$ cat src/rtl/ablsel_pkg.sv
// ----------------------------------------------------------------------------
// ablsel_pkg
// Shared widths, codes and controller/datapath handshake types for the
// adaptive bitrate level selector.
// ----------------------------------------------------------------------------
package ablsel_pkg;

    localparam int NUM_LEVELS_DEF = 4;
    localparam int RATE_W = 40;
    localparam int TIME_W = 40;
    localparam int BYTES_W = 48;
    localparam int CNT_W = 32;
    localparam int SEG_W = 16;
    localparam int DIVN_W = 61;
    localparam int DIVD_W = 40;
    localparam int APB_AW = 6;
    localparam int APB_DW = 64;

    localparam logic [RATE_W-1:0] MAX40 = {RATE_W{1'b1}};

    // register indices
    localparam logic [2:0] REG_LEVEL_COUNT = 3'd0;
    localparam logic [2:0] REG_RATE_0 = 3'd1;
    localparam logic [2:0] REG_RATE_1 = 3'd2;
    localparam logic [2:0] REG_RATE_2 = 3'd3;
    localparam logic [2:0] REG_RATE_3 = 3'd4;
    localparam logic [2:0] REG_SEGMENT = 3'd5;
    localparam logic [2:0] REG_CONTENT = 3'd6;

    localparam logic CMD_AUTO = 1'b0;
    localparam logic CMD_MANUAL = 1'b1;

    localparam logic [1:0] ACT_NONE = 2'd0;
    localparam logic [1:0] ACT_SWITCH = 2'd1;
    localparam logic [1:0] ACT_RETRY = 2'd2;

    localparam logic [1:0] PB_READY = 2'd1;
    localparam logic [1:0] PB_REBUFFER = 2'd2;

    localparam logic [1:0] SS_STABLE = 2'd0;
    localparam logic [1:0] SS_FAILED = 2'd1;

    localparam logic [2:0] RSN_NONE = 3'd0;
    localparam logic [2:0] RSN_BACKOFF = 3'd1;
    localparam logic [2:0] RSN_FAILED = 3'd2;
    localparam logic [2:0] RSN_REBUF_DOWN = 3'd3;
    localparam logic [2:0] RSN_TPUT_DOWN = 3'd4;
    localparam logic [2:0] RSN_UPGRADE = 3'd5;
    localparam logic [2:0] RSN_MANUAL = 3'd6;

    typedef struct packed {
        logic [2:0]             level_count;
        logic [3:0][RATE_W-1:0] rate;
        logic [SEG_W-1:0]       seg;
        logic [TIME_W-1:0]      content;
    } cfg_t;

    typedef struct packed {
        logic load;
        logic pre;
        logic obs;
        logic mapply;
        logic decide;
        logic sw;
        logic bmul;
        logic bchk;
        logic div_start;
        logic out_load;
    } cmd_t;

    typedef struct packed {
        logic pre_sw;
        logic pre_obs;
        logic obs_meas;
        logic dec_sw;
        logic sw_div;
        logic div_done;
    } sts_t;

endpackage

$ cat src/rtl/ablsel_ctrl.sv
// ----------------------------------------------------------------------------
// ablsel_ctrl
// Sequencer for one word: decision phases, divider waits, result hand-off.
// ----------------------------------------------------------------------------
module ablsel_ctrl import ablsel_pkg::*; (
    input  logic aclk,
    input  logic aresetn,
    input  logic s_valid,
    output logic s_ready,
    output logic m_valid,
    input  logic m_ready,
    input  sts_t sts,
    output cmd_t cmd
);
    typedef enum logic [10:0] {
        ST_IDLE   = 11'b00000000001,
        ST_PRE    = 11'b00000000010,
        ST_OBS    = 11'b00000000100,
        ST_MDIV   = 11'b00000001000,
        ST_MAPPLY = 11'b00000010000,
        ST_DECIDE = 11'b00000100000,
        ST_SW     = 11'b00001000000,
        ST_BDIV   = 11'b00010000000,
        ST_BMUL   = 11'b00100000000,
        ST_BCHK   = 11'b01000000000,
        ST_OUT    = 11'b10000000000
    } state_t;

    state_t state_reg, state_next;
    logic   mvalid_reg, mvalid_next;
    logic   slot_free;

    assign slot_free = !mvalid_reg || m_ready;

    always_comb begin
        state_next = state_reg;
        cmd = '0;
        unique case (state_reg)
            ST_IDLE: begin
                cmd.load = s_valid;
                if (s_valid) state_next = ST_PRE;
            end
            ST_PRE: begin
                cmd.pre = 1'b1;
                if (sts.pre_sw) state_next = ST_SW;
                else if (sts.pre_obs) state_next = ST_OBS;
                else state_next = ST_OUT;
            end
            ST_OBS: begin
                cmd.obs = 1'b1;
                cmd.div_start = sts.obs_meas;
                state_next = sts.obs_meas ? ST_MDIV : ST_DECIDE;
            end
            ST_MDIV: begin
                if (sts.div_done) state_next = ST_MAPPLY;
            end
            ST_MAPPLY: begin
                cmd.mapply = 1'b1;
                state_next = ST_DECIDE;
            end
            ST_DECIDE: begin
                cmd.decide = 1'b1;
                state_next = sts.dec_sw ? ST_SW : ST_OUT;
            end
            ST_SW: begin
                cmd.sw = 1'b1;
                cmd.div_start = sts.sw_div;
                state_next = sts.sw_div ? ST_BDIV : ST_OUT;
            end
            ST_BDIV: begin
                if (sts.div_done) state_next = ST_BMUL;
            end
            ST_BMUL: begin
                cmd.bmul = 1'b1;
                state_next = ST_BCHK;
            end
            ST_BCHK: begin
                cmd.bchk = 1'b1;
                state_next = ST_OUT;
            end
            ST_OUT: begin
                cmd.out_load = slot_free;
                if (slot_free) state_next = ST_IDLE;
            end
            default: state_next = ST_IDLE;
        endcase
    end

    always_comb begin
        mvalid_next = mvalid_reg;
        if (m_ready) mvalid_next = 1'b0;
        if (cmd.out_load) mvalid_next = 1'b1;
    end

    always_ff @(posedge aclk) begin
        if (!aresetn) begin
            state_reg <= ST_IDLE;
            mvalid_reg <= 1'b0;
        end else begin
            state_reg <= state_next;
            mvalid_reg <= mvalid_next;
        end
    end

    assign s_ready = (state_reg == ST_IDLE);
    assign m_valid = mvalid_reg;

`ifndef ASSERT_OFF
    a_div_start_phase: assert property (@(posedge aclk) disable iff (!aresetn)
        cmd.div_start |-> (state_reg == ST_OBS || state_reg == ST_SW))
        else $error("divider started outside a dividing phase");
    a_mdiv_exit: assert property (@(posedge aclk) disable iff (!aresetn)
        (state_reg == ST_MDIV && sts.div_done) |=> state_reg == ST_MAPPLY)
        else $error("measurement divide did not hand over");
    a_no_overwrite: assert property (@(posedge aclk) disable iff (!aresetn)
        (mvalid_reg && !m_ready) |=> !$past(cmd.out_load))
        else $error("pending result overwritten");
`endif
endmodule

$ cat config.mk
export PLATFORM = sky130hd
export DESIGN_NAME = ablsel_ctrl
export DESIGN_NICKNAME = d
export VERILOG_FILES = /design/src/rtl/ablsel_pkg.sv /design/src/rtl/ablsel_ctrl.sv
export SDC_FILE = /design/constraint.sdc
export NUM_CORES = 1
export LEC_CHECK = 0
export CAP_MARGIN = 20
export CORE_ASPECT_RATIO = 0.9
export CORE_UTILIZATION = 31
export CTS_BUF_LIST = sky130_fd_sc_hd__clkbuf_4
export CTS_CLUSTER_SIZE = 40
export DETAILED_ROUTE_END_ITERATION = 10
export DONT_BUFFER_PORTS = 1
export PLACE_DENSITY = 0.45
export SLEW_MARGIN = 10
export SYNTH_ARGS = -nofsm -noshare
export SYNTH_HDL_FRONTEND = slang
export SYNTH_SLANG_ARGS = --single-unit
export TNS_END_PERCENT = 5
$ cat constraint.sdc
create_clock -name aclk -period 4.2 [get_ports aclk]
set_input_delay 0.21 -clock aclk [delete_from_list [all_inputs] [get_ports aclk]]
set_output_delay 0.21 -clock aclk [all_outputs]
set_load 0.1 [all_outputs]
==> run metrics <==
status=finished, final reports clean; crit path capture type=primary output; first-pass GRT wire length=2877 microns; R2R cell count=4; synth top area cells=dfxtp_1 (32%), nor2b_1 (5.0%), and2_1 (3.3%), nor3_1 (3.3%), nor3b_2 (3.3%); Int Pwr=0.1622 mW; Area Growth Syn to Fin=19.50%; final worst-path cycle share=0.6762; syn_area_per_cell=8.602 sq um; hold-fix buffers at CTS=0; main combinational cell family by area after synthesis=simple AND/OR/NAND/NOR gates; share of the synthesized area in the top cell type=0.3174; number of global-route vias before repair=637; most frequent cells in the layout=dfxtp_1 (12), nor2b_1 (6); most common cell after layout, fill and taps aside=dfxtp_1; post-synthesis compound-gate area fraction=0.1785; Via density=5.589; Hold Crit Endpoint=state_reg[5]; hold path start=aresetn; DRC viols=0; Cells after Synth=88; Starting Density=0.3376; slowest stage delay, CP=680 ps; Hold WC Path Type=in -> reg; mux cell area share after synthesis=0; largest net degree at the start of global routing=10; die height=48.88 microns; Worst setup SP type=register; num rows=16; post-CTS resize count=0; Simple-Gate Fraction of Synth Area=0.4463; RSZ-0062 raised after global routing=no; DR iter-0 viols=19; worst-skew pair later-pin latency=280 ps; part of the power in registers=0.476; max-cap viol count=0; Synth Area in XOR/XNOR=0.02314; Synth Register Bits=12; Clk pin slew, worst setup/hold paths=80 ps; CTS tree=done; clock buffer depth=2; post-CTS setup buffer count=0; setup TNS=0 ps; clk sink count=12; max_slew headroom=0.2677; Post-Route WL=1796 microns; Leakage=0.3178 nW; gr usage total=0.1536; initial antenna violation count=0; fin crit period=2840 ps; design area=904.6 sq um; fillers=240; Yosys top cell by area=dfxtp_1; PwrDens=273.7 nW/um^2; via count=693; critical path's slowest cell=nand2_1; final setup fails=0; post-route ant nets=0; number of I/O pins=22; Ant. Diodes=0; sequential-to-total area share from yosys stat=0.3174; drt pass-1 iters=4; clock power share=0.310; VDD IR max=236.5 uV; CP most frequent cell=nand2_1; cell area after synthesis=757.0 sq um; Hold Crit Depth=1; die area=2644 sq um; global route overflow=0; DP Wirelength=1416 microns; final net count=108; Reg2Reg Setup Slack=1910 ps; share of layout cells above drive strength 1=0.1959; Yosys cell types=39; H-tree levels=1; Net Sw Frac=0.3449; NetSw=0.08538 mW; Max Slew Vio Count=0; core area=2242 sq um; Placer Congestion=0.7941; Hold Vio Cnt, Final=0; slew at the pin closest to its max-slew limit=1097 ps; combinational power share=0.214; achievable frequency=352.1 MHz; worst r2r dst=state_reg[5]; yosys warns=0; critical-path maximum fanout=7; Die X=54.09 microns; Worst Skew=5.322 ps; max FFs per register=11; Worst EP required=3990 ps; critical path, cell by cell=nor4_4 -> and2_1 -> and4b_1 -> buf_4 -> nand2_1 -> nand2_1; Num CTS Buffers=3; Placed Area=878.3 sq um; WL per Instance=14.48 microns; reg-to-reg critical path startpoint=state_reg[4]; CP arrival=2630 ps; Root Buffer=clkbuf_4; syn nets=98; IO buf count=0; Crit Path Class=reg -> out; Post-Synth Adder-Cell Area=0
[through the flow]
stage               power (mW)  std cells    util  setup WS, ps  hold slack, ps
floorplan               0.1644         88       -         554.1           327.5
global placement        0.1736        120  0.3917          1668           330.8
detailed placement      0.1734        120  0.3917          1662           333.9
CTS                     0.2510        124  0.4035          1353           39.27
global route            0.2613        124  0.4035          1223           32.02
finish                  0.2476        124  0.4035          1360           41.32
[synthesized netlist by cell type]
master,count
dfxtp_1,12
nor2b_1,6
inv_1,5
nor2_1,5
nor3_1,5
o21ai_0,5
and2_1,4
nand2_1,4
nand3b_1,3
nand4_1,3
a21boi_1,2
a21oi_1,2
nor3b_2,2
nor4_2,2
o211ai_1,2
o21a_1,2
xor2_1,2
a21boi_0,1
a22oi_1,1
and2b_1,1
and3_1,1
and3_4,1
and4_1,1
and4b_1,1
buf_4,1
nand2b_1,1
nand3_1,1
nand3_2,1
nor3_2,1
nor4_1,1
nor4_4,1
nor4b_1,1
o2111ai_1,1
o22ai_1,1
o2bb2ai_1,1
o31a_1,1
o31ai_1,1
or2_1,1
or4_1,1
[worst max-delay path, delay by kind of cell, from the launching register on]
kind,cells,cell delay (ps)
buffers and inverters,1,300
AND/OR/NAND/NOR,5,1640
flip-flops,1,410
[layer usage]
metal	GRT usage	wire length [microns]	up-vias
met3	0.06854	178	2
li1	-	-	346
met5	0	0	-
met4	0.03846	11	0
met2	0.1996	718	30
met1	0.2256	887	315
[cell type report]
class | count | area [sq um] | area share
Clock inverter | 1 | 3.754 | 0.004149
Timing Repair Buffer | 6 | 62.56 | 0.06916
Sequential cell | 12 | 240.2 | 0.2656
Inverter | 5 | 18.77 | 0.02075
Tap cell | 27 | 33.78 | 0.03734
Clock buffer | 3 | 22.52 | 0.02490
Multi-Input combinational cell | 70 | 523.0 | 0.5781
[kinds of logic (layout without fill, tap and decap cells)]
logic type,count (synthesis),count (layout)
flops,12,12
compound gates,20,20
xor+xnor,2,2
simple gates,48,48
buf+inv,6,15
[worst max-delay path by stage]
stage / start / end / slack [ps] / cells after the start
finish: state_reg[5] / cmd[1] / 1360 / 6
detailed placement: state_reg[5] / cmd[1] / 1660 / 6
floorplan: state_reg[2] / cmd[1] / 550 / 5
global route: state_reg[0] / cmd[1] / 1220 / 6
CTS: state_reg[5] / cmd[1] / 1350 / 6
global placement: state_reg[5] / cmd[1] / 1670 / 6
[power by group through the flow]
stage / registers, mW / clock network, mW / logic [mW]
6_report: 0.118 / 0.0768 / 0.0530
5_1_grt: 0.118 / 0.0870 / 0.0561
4_1_cts: 0.118 / 0.0800 / 0.0532
3_5_place_dp: 0.120 / 0 / 0.0529
3_3_place_gp: 0.120 / 0 / 0.0532
2_1_floorplan: 0.120 / 0 / 0.0444
Power figures use the tool's default switching activity.
