==> config.mk <==
export PLATFORM = sky130hd
export DESIGN_NAME = ablsel_dp
export DESIGN_NICKNAME = d
export VERILOG_FILES = /design/src/rtl/ablsel_pkg.sv /design/src/rtl/ablsel_div.sv /design/src/rtl/ablsel_dp.sv
export SDC_FILE = /design/constraint.sdc
export NUM_CORES = 2
export LEC_CHECK = 0
export BUFFER_PORTS_ARGS = -buffer_cell sky130_fd_sc_hd__buf_2
export CELL_PAD_IN_SITES_DETAIL_PLACEMENT = 0
export CELL_PAD_IN_SITES_GLOBAL_PLACEMENT = 1
export CORE_ASPECT_RATIO = 0.75
export CORE_MARGIN = 2
export CORE_UTILIZATION = 30
export CTS_CLUSTER_DIAMETER = 200
export DETAILED_ROUTE_END_ITERATION = 12
export PLACE_DENSITY_LB_ADDON = 0.1
export SYNTH_ARGS = -nofsm -noshare
export SYNTH_HDL_FRONTEND = slang
export SYNTH_SLANG_ARGS = --single-unit
==> constraint.sdc <==
create_clock -name aclk -period 21.7 [get_ports aclk]
set_input_delay 3.255 -clock aclk [delete_from_list [all_inputs] [get_ports aclk]]
set_output_delay 3.255 -clock aclk [all_outputs]
set_load 0.01 [all_outputs]
==> src/rtl/ablsel_pkg.sv <==
// ----------------------------------------------------------------------------
// ablsel_pkg
// Shared widths, codes and controller/datapath handshake types for the
// adaptive bitrate level selector.
// ----------------------------------------------------------------------------
package ablsel_pkg;

    localparam int NUM_LEVELS_DEF = 4;
    localparam int RATE_W = 40;
    localparam int TIME_W = 40;
    localparam int BYTES_W = 48;
    localparam int CNT_W = 32;
    localparam int SEG_W = 16;
    localparam int DIVN_W = 61;
    localparam int DIVD_W = 40;
    localparam int APB_AW = 6;
    localparam int APB_DW = 64;

    localparam logic [RATE_W-1:0] MAX40 = {RATE_W{1'b1}};

    // register indices
    localparam logic [2:0] REG_LEVEL_COUNT = 3'd0;
    localparam logic [2:0] REG_RATE_0 = 3'd1;
    localparam logic [2:0] REG_RATE_1 = 3'd2;
    localparam logic [2:0] REG_RATE_2 = 3'd3;
    localparam logic [2:0] REG_RATE_3 = 3'd4;
    localparam logic [2:0] REG_SEGMENT = 3'd5;
    localparam logic [2:0] REG_CONTENT = 3'd6;

    localparam logic CMD_AUTO = 1'b0;
    localparam logic CMD_MANUAL = 1'b1;

    localparam logic [1:0] ACT_NONE = 2'd0;
    localparam logic [1:0] ACT_SWITCH = 2'd1;
    localparam logic [1:0] ACT_RETRY = 2'd2;

    localparam logic [1:0] PB_READY = 2'd1;
    localparam logic [1:0] PB_REBUFFER = 2'd2;

    localparam logic [1:0] SS_STABLE = 2'd0;
    localparam logic [1:0] SS_FAILED = 2'd1;

    localparam logic [2:0] RSN_NONE = 3'd0;
    localparam logic [2:0] RSN_BACKOFF = 3'd1;
    localparam logic [2:0] RSN_FAILED = 3'd2;
    localparam logic [2:0] RSN_REBUF_DOWN = 3'd3;
    localparam logic [2:0] RSN_TPUT_DOWN = 3'd4;
    localparam logic [2:0] RSN_UPGRADE = 3'd5;
    localparam logic [2:0] RSN_MANUAL = 3'd6;

    typedef struct packed {
        logic [2:0]             level_count;
        logic [3:0][RATE_W-1:0] rate;
        logic [SEG_W-1:0]       seg;
        logic [TIME_W-1:0]      content;
    } cfg_t;

    typedef struct packed {
        logic load;
        logic pre;
        logic obs;
        logic mapply;
        logic decide;
        logic sw;
        logic bmul;
        logic bchk;
        logic div_start;
        logic out_load;
    } cmd_t;

    typedef struct packed {
        logic pre_sw;
        logic pre_obs;
        logic obs_meas;
        logic dec_sw;
        logic sw_div;
        logic div_done;
    } sts_t;

endpackage

==> src/rtl/ablsel_div.sv <==
// ----------------------------------------------------------------------------
// ablsel_div
// Restoring divider, one quotient bit per cycle, done pulse at the end.
// ----------------------------------------------------------------------------
module ablsel_div #(
    parameter int N = 61,
    parameter int D = 40
) (
    input  logic         aclk,
    input  logic         aresetn,
    input  logic         start,
    input  logic [N-1:0] dividend,
    input  logic [D-1:0] divisor,
    output logic [N-1:0] quotient,
    output logic         done
);
    localparam int CW = $clog2(N);
    localparam logic [CW-1:0] LAST = CW'(N - 1);

    logic [N-1:0]  q_reg, q_next;
    logic [D-1:0]  r_reg, r_next;
    logic [D-1:0]  d_reg;
    logic [CW-1:0] cnt_reg;
    logic          busy_reg, done_reg;
    logic [D:0]    sh, diff;
    logic          ge;

    always_comb begin
        sh = {r_reg, q_reg[N-1]};
        diff = sh - {1'b0, d_reg};
        ge = sh >= {1'b0, d_reg};
        r_next = ge ? diff[D-1:0] : sh[D-1:0];
        q_next = {q_reg[N-2:0], ge};
    end

    always_ff @(posedge aclk) begin
        if (!aresetn) begin
            busy_reg <= 1'b0;
            done_reg <= 1'b0;
            cnt_reg <= '0;
        end else begin
            done_reg <= 1'b0;
            if (start) begin
                busy_reg <= 1'b1;
                cnt_reg <= '0;
            end else if (busy_reg) begin
                if (cnt_reg == LAST) begin
                    busy_reg <= 1'b0;
                    done_reg <= 1'b1;
                end else begin
                    cnt_reg <= cnt_reg + 1'b1;
                end
            end
        end
    end

    always_ff @(posedge aclk) begin
        if (start) begin
            q_reg <= dividend;
            r_reg <= '0;
            d_reg <= divisor;
        end else if (busy_reg) begin
            q_reg <= q_next;
            r_reg <= r_next;
        end
    end

    assign quotient = q_reg;
    assign done = done_reg;
endmodule

==> src/rtl/ablsel_dp.sv <==
// ----------------------------------------------------------------------------
// ablsel_dp
// Datapath: captured word, estimator and timer state, decision logic,
// shared divider and result registers.
// ----------------------------------------------------------------------------
module ablsel_dp import ablsel_pkg::*; #(
    parameter int NUM_LEVELS = NUM_LEVELS_DEF
) (
    input  logic               aclk,
    input  logic               aresetn,
    input  cmd_t               cmd,
    output sts_t               sts,
    input  cfg_t               cfg,
    input  logic               s_command,
    input  logic [TIME_W-1:0]  s_now_ms,
    input  logic [BYTES_W-1:0] s_downloaded_bytes,
    input  logic [RATE_W-1:0]  s_reported_rate_bps,
    input  logic [2:0]         s_active_level,
    input  logic [1:0]         s_playback_status,
    input  logic [1:0]         s_switch_status,
    input  logic [CNT_W-1:0]   s_switch_count,
    input  logic [CNT_W-1:0]   s_switch_generation,
    input  logic [TIME_W-1:0]  s_presentation_ms,
    input  logic [2:0]         s_target_level,
    output logic [1:0]         m_action,
    output logic [1:0]         m_chosen_level,
    output logic [TIME_W-1:0]  m_boundary_ms,
    output logic [TIME_W-1:0]  m_retry_ms,
    output logic               m_cancel_failed,
    output logic [2:0]         m_reason_code,
    output logic [RATE_W-1:0]  m_smoothed_rate_bps
);
    // captured word
    logic               cmd_reg;
    logic [TIME_W-1:0]  now_reg, pres_reg;
    logic [BYTES_W-1:0] bytes_reg;
    logic [RATE_W-1:0]  rep_reg;
    logic [2:0]         cur_reg, tgt_reg;
    logic [1:0]         ps_reg, ss_reg;
    logic [CNT_W-1:0]   scount_reg, sgen_reg;

    // persistent state
    logic [RATE_W-1:0]  smooth_reg, smooth_next;
    logic               svalid_reg, svalid_next;
    logic [TIME_W-1:0]  stime_reg, stime_next;
    logic [BYTES_W-1:0] sbytes_reg, sbytes_next;
    logic               dtim_reg, dtim_next, utim_reg, utim_next;
    logic [TIME_W-1:0]  dstart_reg, dstart_next, ustart_reg, ustart_next;
    logic               bvalid_reg, bvalid_next;
    logic [TIME_W-1:0]  buntil_reg, buntil_next;
    logic [7:0]         frun_reg, frun_next;
    logic [CNT_W-1:0]   seen_reg, seen_next, hgen_reg, hgen_next;

    // per-word working registers
    logic [1:0]         ract_reg, ract_next, rlvl_reg, rlvl_next;
    logic [TIME_W-1:0]  rbnd_reg, rbnd_next, rrty_reg, rrty_next;
    logic               rcnc_reg, rcnc_next;
    logic [2:0]         rrsn_reg, rrsn_next;
    logic [2:0]         swt_reg, swt_next, swr_reg, swr_next;
    logic               swi_reg, swi_next;
    logic [57:0]        bprod_reg;

    logic [2:0]         n;
    logic [DIVN_W-1:0]  div_n, div_q;
    logic [DIVD_W-1:0]  div_d;
    logic               div_done;

    logic               seen_chg, in_backoff;
    logic [7:0]         frun_b, frun_f, e;
    logic               bval_b;
    logic [14:0]        tspan;
    logic [TIME_W:0]    bsum;
    logic [TIME_W-1:0]  elapsed;
    logic               obs_meas;
    logic [BYTES_W-1:0] dbytes;
    logic [DIVN_W-1:0]  dbytes_x;
    logic [RATE_W-1:0]  meas;
    logic [RATE_W+1:0]  blend;
    logic [1:0]         up_idx;
    logic [RATE_W-1:0]  rate_cur, rate_up;
    logic [RATE_W+2:0]  s5, r6, s4, r7;
    logic               rebuf, low, room;
    logic [TIME_W-1:0]  dst_eff, ust_eff;
    logic               down_go, up_go, dec_sw;
    logic               sw_ok, sw_backoff, sw_div;
    logic [TIME_W:0]    bnum;
    logic [41:0]        qplus;

    function automatic logic dwell(input logic [TIME_W-1:0] t, input logic [TIME_W-1:0] st,
                                   input logic [TIME_W-1:0] span);
        logic [TIME_W-1:0] dt;
        dt = t - st;
        return (t >= st) && (dt >= span);
    endfunction

    assign n = (cfg.level_count > 3'(NUM_LEVELS)) ? 3'(NUM_LEVELS) : cfg.level_count;

    always_comb begin
        seen_chg = scount_reg != seen_reg;
        frun_b = seen_chg ? 8'd0 : frun_reg;
        bval_b = seen_chg ? 1'b0 : bvalid_reg;
        frun_f = (frun_b < 8'd255) ? frun_b + 8'd1 : frun_b;
        e = frun_f - 8'd1;
        tspan = (e >= 8'd3) ? 15'd30000 : (15'd5000 << e[1:0]);
        bsum = {1'b0, now_reg} + {{(TIME_W-14){1'b0}}, tspan};
        in_backoff = bvalid_reg && (now_reg < buntil_reg);

        elapsed = now_reg - stime_reg;
        dbytes = bytes_reg - sbytes_reg;
        obs_meas = svalid_reg && (now_reg >= stime_reg) && (elapsed >= TIME_W'(1000))
                   && (bytes_reg > sbytes_reg) && (rep_reg == '0);
        // times 8000 as 8192 - 128 - 64
        dbytes_x = ({13'd0, dbytes} << 13) - ({13'd0, dbytes} << 7)
                   - ({13'd0, dbytes} << 6);
        meas = (div_q > DIVN_W'(MAX40)) ? MAX40 : div_q[RATE_W-1:0];
        blend = (smooth_reg == '0) ? {2'b00, meas}
              : ({2'b00, smooth_reg} + {1'b0, smooth_reg, 1'b0} + {2'b00, meas}) >> 2;

        up_idx = cur_reg[1:0] + 2'd1;
        rate_cur = cfg.rate[cur_reg[1:0]];
        rate_up = cfg.rate[up_idx];
        s5 = {3'd0, smooth_reg} + {1'b0, smooth_reg, 2'b00};
        r6 = {1'b0, rate_cur, 2'b00} + {2'd0, rate_cur, 1'b0};
        s4 = {1'b0, smooth_reg, 2'b00};
        r7 = {rate_up, 3'b000} - {3'd0, rate_up};
        rebuf = ps_reg == PB_REBUFFER;
        low = rebuf || ((smooth_reg != '0) && (s5 < r6));
        room = (ps_reg == PB_READY) && (s4 >= r7);
        dst_eff = dtim_reg ? dstart_reg : now_reg;
        ust_eff = utim_reg ? ustart_reg : now_reg;
        down_go = (cur_reg != 3'd0) && low
                  && (rebuf || dwell(now_reg, dst_eff, TIME_W'(2000)));
        up_go = !((cur_reg != 3'd0) && low) && ({1'b0, cur_reg} + 4'd1 < {1'b0, n})
                && room && dwell(now_reg, ust_eff, TIME_W'(10000));
        dec_sw = !in_backoff && (cur_reg < n) && (down_go || up_go);

        sw_ok = (swt_reg < n) && (cfg.seg != '0) && (cfg.content != '0);
        sw_backoff = !swi_reg && in_backoff;
        sw_div = sw_ok && !sw_backoff;
        bnum = {1'b0, pres_reg} + {{(TIME_W-SEG_W+1){1'b0}}, cfg.seg} - 41'd1;
        qplus = {1'b0, div_q[40:0]} + 42'd4;
    end

    assign div_n = cmd.obs ? dbytes_x : {{(DIVN_W-TIME_W-1){1'b0}}, bnum};
    assign div_d = cmd.obs ? elapsed : {{(DIVD_W-SEG_W){1'b0}}, cfg.seg};

    ablsel_div #(.N(DIVN_W), .D(DIVD_W)) u_div (
        .aclk     (aclk),
        .aresetn  (aresetn),
        .start    (cmd.div_start),
        .dividend (div_n),
        .divisor  (div_d),
        .quotient (div_q),
        .done     (div_done)
    );

    always_comb begin
        sts.pre_sw = (cmd_reg == CMD_MANUAL) && !((tgt_reg < n) && (tgt_reg == cur_reg));
        sts.pre_obs = (cmd_reg == CMD_AUTO) && (n >= 3'd2) && (ss_reg == SS_STABLE);
        sts.obs_meas = obs_meas;
        sts.dec_sw = dec_sw;
        sts.sw_div = sw_div;
        sts.div_done = div_done;
    end

    always_comb begin
        smooth_next = smooth_reg;
        svalid_next = svalid_reg;
        stime_next = stime_reg;
        sbytes_next = sbytes_reg;
        dtim_next = dtim_reg;
        dstart_next = dstart_reg;
        utim_next = utim_reg;
        ustart_next = ustart_reg;
        bvalid_next = bvalid_reg;
        buntil_next = buntil_reg;
        frun_next = frun_reg;
        seen_next = seen_reg;
        hgen_next = hgen_reg;
        ract_next = ract_reg;
        rlvl_next = rlvl_reg;
        rbnd_next = rbnd_reg;
        rrty_next = rrty_reg;
        rcnc_next = rcnc_reg;
        rrsn_next = rrsn_reg;
        swt_next = swt_reg;
        swr_next = swr_reg;
        swi_next = swi_reg;

        if (cmd.load) begin
            ract_next = ACT_NONE;
            rlvl_next = '0;
            rbnd_next = '0;
            rrty_next = '0;
            rcnc_next = 1'b0;
            rrsn_next = RSN_NONE;
        end

        if (cmd.pre) begin
            if (cmd_reg == CMD_MANUAL) begin
                swt_next = tgt_reg;
                swr_next = RSN_MANUAL;
                swi_next = 1'b1;
            end else if (n >= 3'd2) begin
                if (seen_chg) begin
                    seen_next = scount_reg;
                    svalid_next = 1'b1;
                    stime_next = now_reg;
                    sbytes_next = bytes_reg;
                    dtim_next = 1'b0;
                    dstart_next = '0;
                    utim_next = 1'b0;
                    ustart_next = '0;
                    bvalid_next = 1'b0;
                    buntil_next = '0;
                    frun_next = '0;
                end
                if (ss_reg == SS_FAILED) begin
                    ract_next = ACT_RETRY;
                    rrsn_next = RSN_FAILED;
                    rrty_next = bval_b ? buntil_next : '0;
                    if (sgen_reg != hgen_reg) begin
                        hgen_next = sgen_reg;
                        frun_next = frun_f;
                        buntil_next = bsum[TIME_W] ? MAX40 : bsum[TIME_W-1:0];
                        bvalid_next = 1'b1;
                        rcnc_next = 1'b1;
                        rrty_next = buntil_next;
                    end
                    dtim_next = 1'b0;
                    dstart_next = '0;
                    utim_next = 1'b0;
                    ustart_next = '0;
                end
            end
        end

        if (cmd.obs) begin
            if (rep_reg != '0) smooth_next = rep_reg;
            if (!svalid_reg) begin
                svalid_next = 1'b1;
                stime_next = now_reg;
                sbytes_next = bytes_reg;
            end else if ((now_reg >= stime_reg) && (elapsed >= TIME_W'(1000))) begin
                stime_next = now_reg;
                sbytes_next = bytes_reg;
            end
        end

        if (cmd.mapply) smooth_next = blend[RATE_W-1:0];

        if (cmd.decide) begin
            if (in_backoff) begin
                ract_next = ACT_RETRY;
                rrty_next = buntil_reg;
                rrsn_next = RSN_BACKOFF;
            end else if (cur_reg < n) begin
                if ((cur_reg != 3'd0) && low) begin
                    if (!dtim_reg) begin
                        dtim_next = 1'b1;
                        dstart_next = now_reg;
                    end
                    swt_next = cur_reg - 3'd1;
                    swr_next = rebuf ? RSN_REBUF_DOWN : RSN_TPUT_DOWN;
                    swi_next = 1'b0;
                end else begin
                    dtim_next = 1'b0;
                    dstart_next = '0;
                    if ({1'b0, cur_reg} + 4'd1 < {1'b0, n}) begin
                        if (room) begin
                            if (!utim_reg) begin
                                utim_next = 1'b1;
                                ustart_next = now_reg;
                            end
                            swt_next = cur_reg + 3'd1;
                            swr_next = RSN_UPGRADE;
                            swi_next = 1'b0;
                        end else begin
                            utim_next = 1'b0;
                            ustart_next = '0;
                        end
                    end
                end
            end
        end

        if (cmd.sw && sw_ok && sw_backoff) begin
            ract_next = ACT_RETRY;
            rrty_next = buntil_reg;
            rrsn_next = RSN_BACKOFF;
        end

        // boundary at or past the content end gives no action
        if (cmd.bchk && (bprod_reg < {18'd0, cfg.content})) begin
            ract_next = ACT_SWITCH;
            rlvl_next = swt_reg[1:0];
            rbnd_next = bprod_reg[TIME_W-1:0];
            rrsn_next = swr_reg;
            dtim_next = 1'b0;
            dstart_next = '0;
            utim_next = 1'b0;
            ustart_next = '0;
        end
    end

    always_ff @(posedge aclk) begin
        if (!aresetn) begin
            smooth_reg <= '0;
            svalid_reg <= 1'b0;
            stime_reg <= '0;
            sbytes_reg <= '0;
            dtim_reg <= 1'b0;
            dstart_reg <= '0;
            utim_reg <= 1'b0;
            ustart_reg <= '0;
            bvalid_reg <= 1'b0;
            buntil_reg <= '0;
            frun_reg <= '0;
            seen_reg <= '0;
            hgen_reg <= '0;
        end else begin
            smooth_reg <= smooth_next;
            svalid_reg <= svalid_next;
            stime_reg <= stime_next;
            sbytes_reg <= sbytes_next;
            dtim_reg <= dtim_next;
            dstart_reg <= dstart_next;
            utim_reg <= utim_next;
            ustart_reg <= ustart_next;
            bvalid_reg <= bvalid_next;
            buntil_reg <= buntil_next;
            frun_reg <= frun_next;
            seen_reg <= seen_next;
            hgen_reg <= hgen_next;
        end
    end

    always_ff @(posedge aclk) begin
        if (cmd.load) begin
            cmd_reg <= s_command;
            now_reg <= s_now_ms;
            bytes_reg <= s_downloaded_bytes;
            rep_reg <= s_reported_rate_bps;
            cur_reg <= s_active_level;
            ps_reg <= s_playback_status;
            ss_reg <= s_switch_status;
            scount_reg <= s_switch_count;
            sgen_reg <= s_switch_generation;
            pres_reg <= s_presentation_ms;
            tgt_reg <= s_target_level;
        end
        ract_reg <= ract_next;
        rlvl_reg <= rlvl_next;
        rbnd_reg <= rbnd_next;
        rrty_reg <= rrty_next;
        rcnc_reg <= rcnc_next;
        rrsn_reg <= rrsn_next;
        swt_reg <= swt_next;
        swr_reg <= swr_next;
        swi_reg <= swi_next;
        if (cmd.bmul) bprod_reg <= qplus * {42'd0, cfg.seg};
        if (cmd.out_load) begin
            m_action <= ract_reg;
            m_chosen_level <= rlvl_reg;
            m_boundary_ms <= rbnd_reg;
            m_retry_ms <= rrty_reg;
            m_cancel_failed <= rcnc_reg;
            m_reason_code <= rrsn_reg;
            m_smoothed_rate_bps <= smooth_reg;
        end
    end
endmodule

==> impl_metrics.csv <==
group,metric,value,unit
status,run_status,"completed",
logic_synthesis,ys_seq_area_share,27.9,%
setup_path,cpPeakStageDelay,0.97,ns
routing,routed-wl-met2,146000,um
cells_and_area,nets,12500,
routing,drtPass1Iterations,5,
timing,timing.slew.headroom,12.5,%
timing,fmax,66.3,MHz
flow_run,drv_cap,0,
worst_hold_path,hold_depth,0,
routing,routed.top_layer,"met5",
setup_path,cp-start-kind,"input pin",
cells_and_area,fin_area,104000,um2
place,place_hpwl,274000,um
setup_path,worstPathRequired,18.45,ns
clocking,cts-root-buf,"clkbuf_16",
clocking,htreeDepth,3,
global_route,grt_pass1_vias,74000,
setup_path,reg2reg_depth,29,
global_route,grt_max_degree,86,
routing,drt-met1-wl,176000,um
place,port_buffers,607,
logic_synthesis,synthCells,10100,
clocking,clock_latency,0.81,ns
timing,finClkSkew,0.0471,ns
global_route,grt_first_pass_wirelength,510000,um
setup_path,crit_fanout,8,
setup_path,cp-end-kind,"output port",
logic_synthesis,synth_cell_type_count,102,
clocking,post_cts_buffers,0,
setup_path,cpMaxStageDelayCell,"nor3_1",
worst_hold_path,min_to,"m_boundary_ms[2]$_DFFE_PP_",
die,rows,176,
routing,drt-wirelength-per-cell,23.5,um
clocking,clk_pin_slew,0.06,ns
cells_and_area,largest_reg_flops,61,
cells_and_area,final_cells,14800,
timing,drv_slew,0,
logic_synthesis,ys_top_cells_by_area,"edfxtp_1 19%, fa_1 14%, ha_1 11%",
clocking,clock-sinks,997,
timing,hold_violations,0,
logic_synthesis,synth_flop_cell,"edfxtp_1",
timing,layout_min_cycle_time,15.08,ns
die,start_util,30.1,%
logic_synthesis,yosys.area.top_type,"edfxtp_1",
routing,postRouteWirelength,348000,um
cells_and_area,drive_above_1_share,10.7,%
routing,ant_nets,0,
setup_path,startpoint,"cfg[98]",
logic_synthesis,syn_area,92100,um2
die,ios,608,
routing,vias,75300,
die,die_area,311000,um2
logic_synthesis,syn_area_per_cell,9.11,um2
global_route,overflow,0,
setup_path,crit_top_cell,"a21oi_1",
setup_path,r2r_end,"rrty_reg[29]$_DFF_P_",
timing,rsz0062_at_grt,"no",
die,die_w,644,um
place,place_inst,14500,
clocking,tritoncts,"built",
clocking,clockBufferDepth,3,
logic_synthesis,synth_fp_nets,12000,
logic_synthesis,async_flop_share,0,%
logic_synthesis,yosysMostFrequentCell,"nand2_1",
logic_synthesis,ys_seq_elements,997,
clocking,ctsResizeCount,0,
routing,wl_met3,17000,um
clocking,cts_inserted_buffers,119,
logic_synthesis,yosys_warnings,0,
timing,final-setup-viol-count,0,
global_route,antenna_found_initial,68,
routing,drt-initial-drc-count,5510,
logic_synthesis,synth-edff-count,572,
die,core-area,306000,um2
setup_path,rrSetupSlack,11.29,ns
setup_path,worst-setup-path-type,"in -> out",
worst_hold_path,min_from,"rbnd_reg[2]$_SDFFCE_PN0P_",
timing,setup_tns,0,ns
cells_and_area,area_growth,13.3,%
timing,setup_slack,6.62,ns
timing,tightest_slew,1.31,ns
global_route,grt_use_total,21.9,%
logic_synthesis,ys_top_cells_by_count,"1,281 x nand2_1, 1,132 x inv_1, 821 x ha_1",
routing,drc_errors,0,
place,dp_slack,6.88,ns
logic_synthesis,yosysTopAreaCellShare,18.7,%
setup_path,regToRegStartpoint,"scount_reg[3]$_DFFE_PP_",
place,gp_congestion,0.907,
routing,viasPerCell,5.09,
timing,fin_crit_sh,69.5,%
place,placed_area,99900,um2
setup_path,cp_data_arrival_time,11.82,ns
clocking,cts_hold_buf,0,
worst_hold_path,min_path_type,"reg -> reg",
die,dieHeight,484,um
-- cell type report --
class	instances	area, um2
well taps	4094	5120
diodes	19	47.5
multi-input cells	7557	60700
flip-flops and latches	997	25700
inverters	1134	4260
fillers	31600	202000
clock inverters	80	1110
clock buffers	147	3200
repair buffers	755	4180
-- worst max-delay path: cells and delay by family --
family / cells / cell delay (ns)
compound gates: 15 / 4.08
simple gates: 9 / 2.72
fa+ha+maj: 2 / 0.69
mux: 1 / 0.57
buf+inv: 2 / 0.38
xor+xnor: 1 / 0.09
-- how the worst max path moves through the flow --
stage                         to  cells past startpoint  slack, ns
after detailed placement  sts[2]                     30       6.88
final                     sts[2]                     30       6.62
after floorplan           sts[2]                     30       9.58
after global routing      sts[2]                     30       6.13
after global placement    sts[2]                     30       6.83
after CTS                 sts[2]                     30       6.84
-- cells in the final DEF, fill, tap and decap left out, types with 19 or more instances in the layout --
master	count
o31ai_1	32
inv_1	1131
mux4_2	81
or3_1	31
buf_4	148
a31oi_1	65
a22o_1	87
diode_2	19
nor4_1	79
buf_2	602
a21oi_1	646
or2_2	20
o2bb2ai_1	25
nor2_1	591
fa_1	646
xor2_1	221
bufinv_16	21
clkbuf_16	120
and2_1	244
a211oi_1	117
nor3_1	123
o21a_1	95
nand4_1	134
nand3_1	132
mux2i_1	199
and3_1	55
o21ai_1	39
dfxtp_1	422
a21o_1	281
o22ai_1	26
nor2b_1	99
o21ai_0	406
nand2_1	1280
o211ai_1	61
nand2b_1	105
edfxtp_1	572
ha_1	820
a21boi_0	88
xnor2_1	320
o21bai_1	73
-- layer usage --
metal,GRT usage [%],up-vias
li1,-,35900
met1,33.3,37200
met2,32.4,1854
met3,2.80,370
met4,5.02,8
met5,0,-
-- stage by stage --
stage	util, %	hold WS (ns)
2_1_floorplan	-	0.400
3_3_place_gp	32.7	0.403
3_5_place_dp	32.7	0.405
4_1_cts	34.1	0.422
5_1_grt	34.1	0.426
6_report	34.1	0.420
-- logic make-up (layout without fill, tap and decap cells) --
group | after synthesis | in the layout | synth area share (%)
fa+ha+maj | 1467 | 1467 | 25.2
other cells | 1 | 20 | 0.00407
xor+xnor | 557 | 557 | 5.30
compound gates | 2274 | 2274 | 16.0
simple gates | 2973 | 2973 | 14.9
mux | 285 | 285 | 4.21
buf+inv | 1553 | 2116 | 6.42
flops | 997 | 997 | 27.9
Power is not shown: default switching activity piles up to over one toggle a cycle in this logic, so the estimate is an artifact.
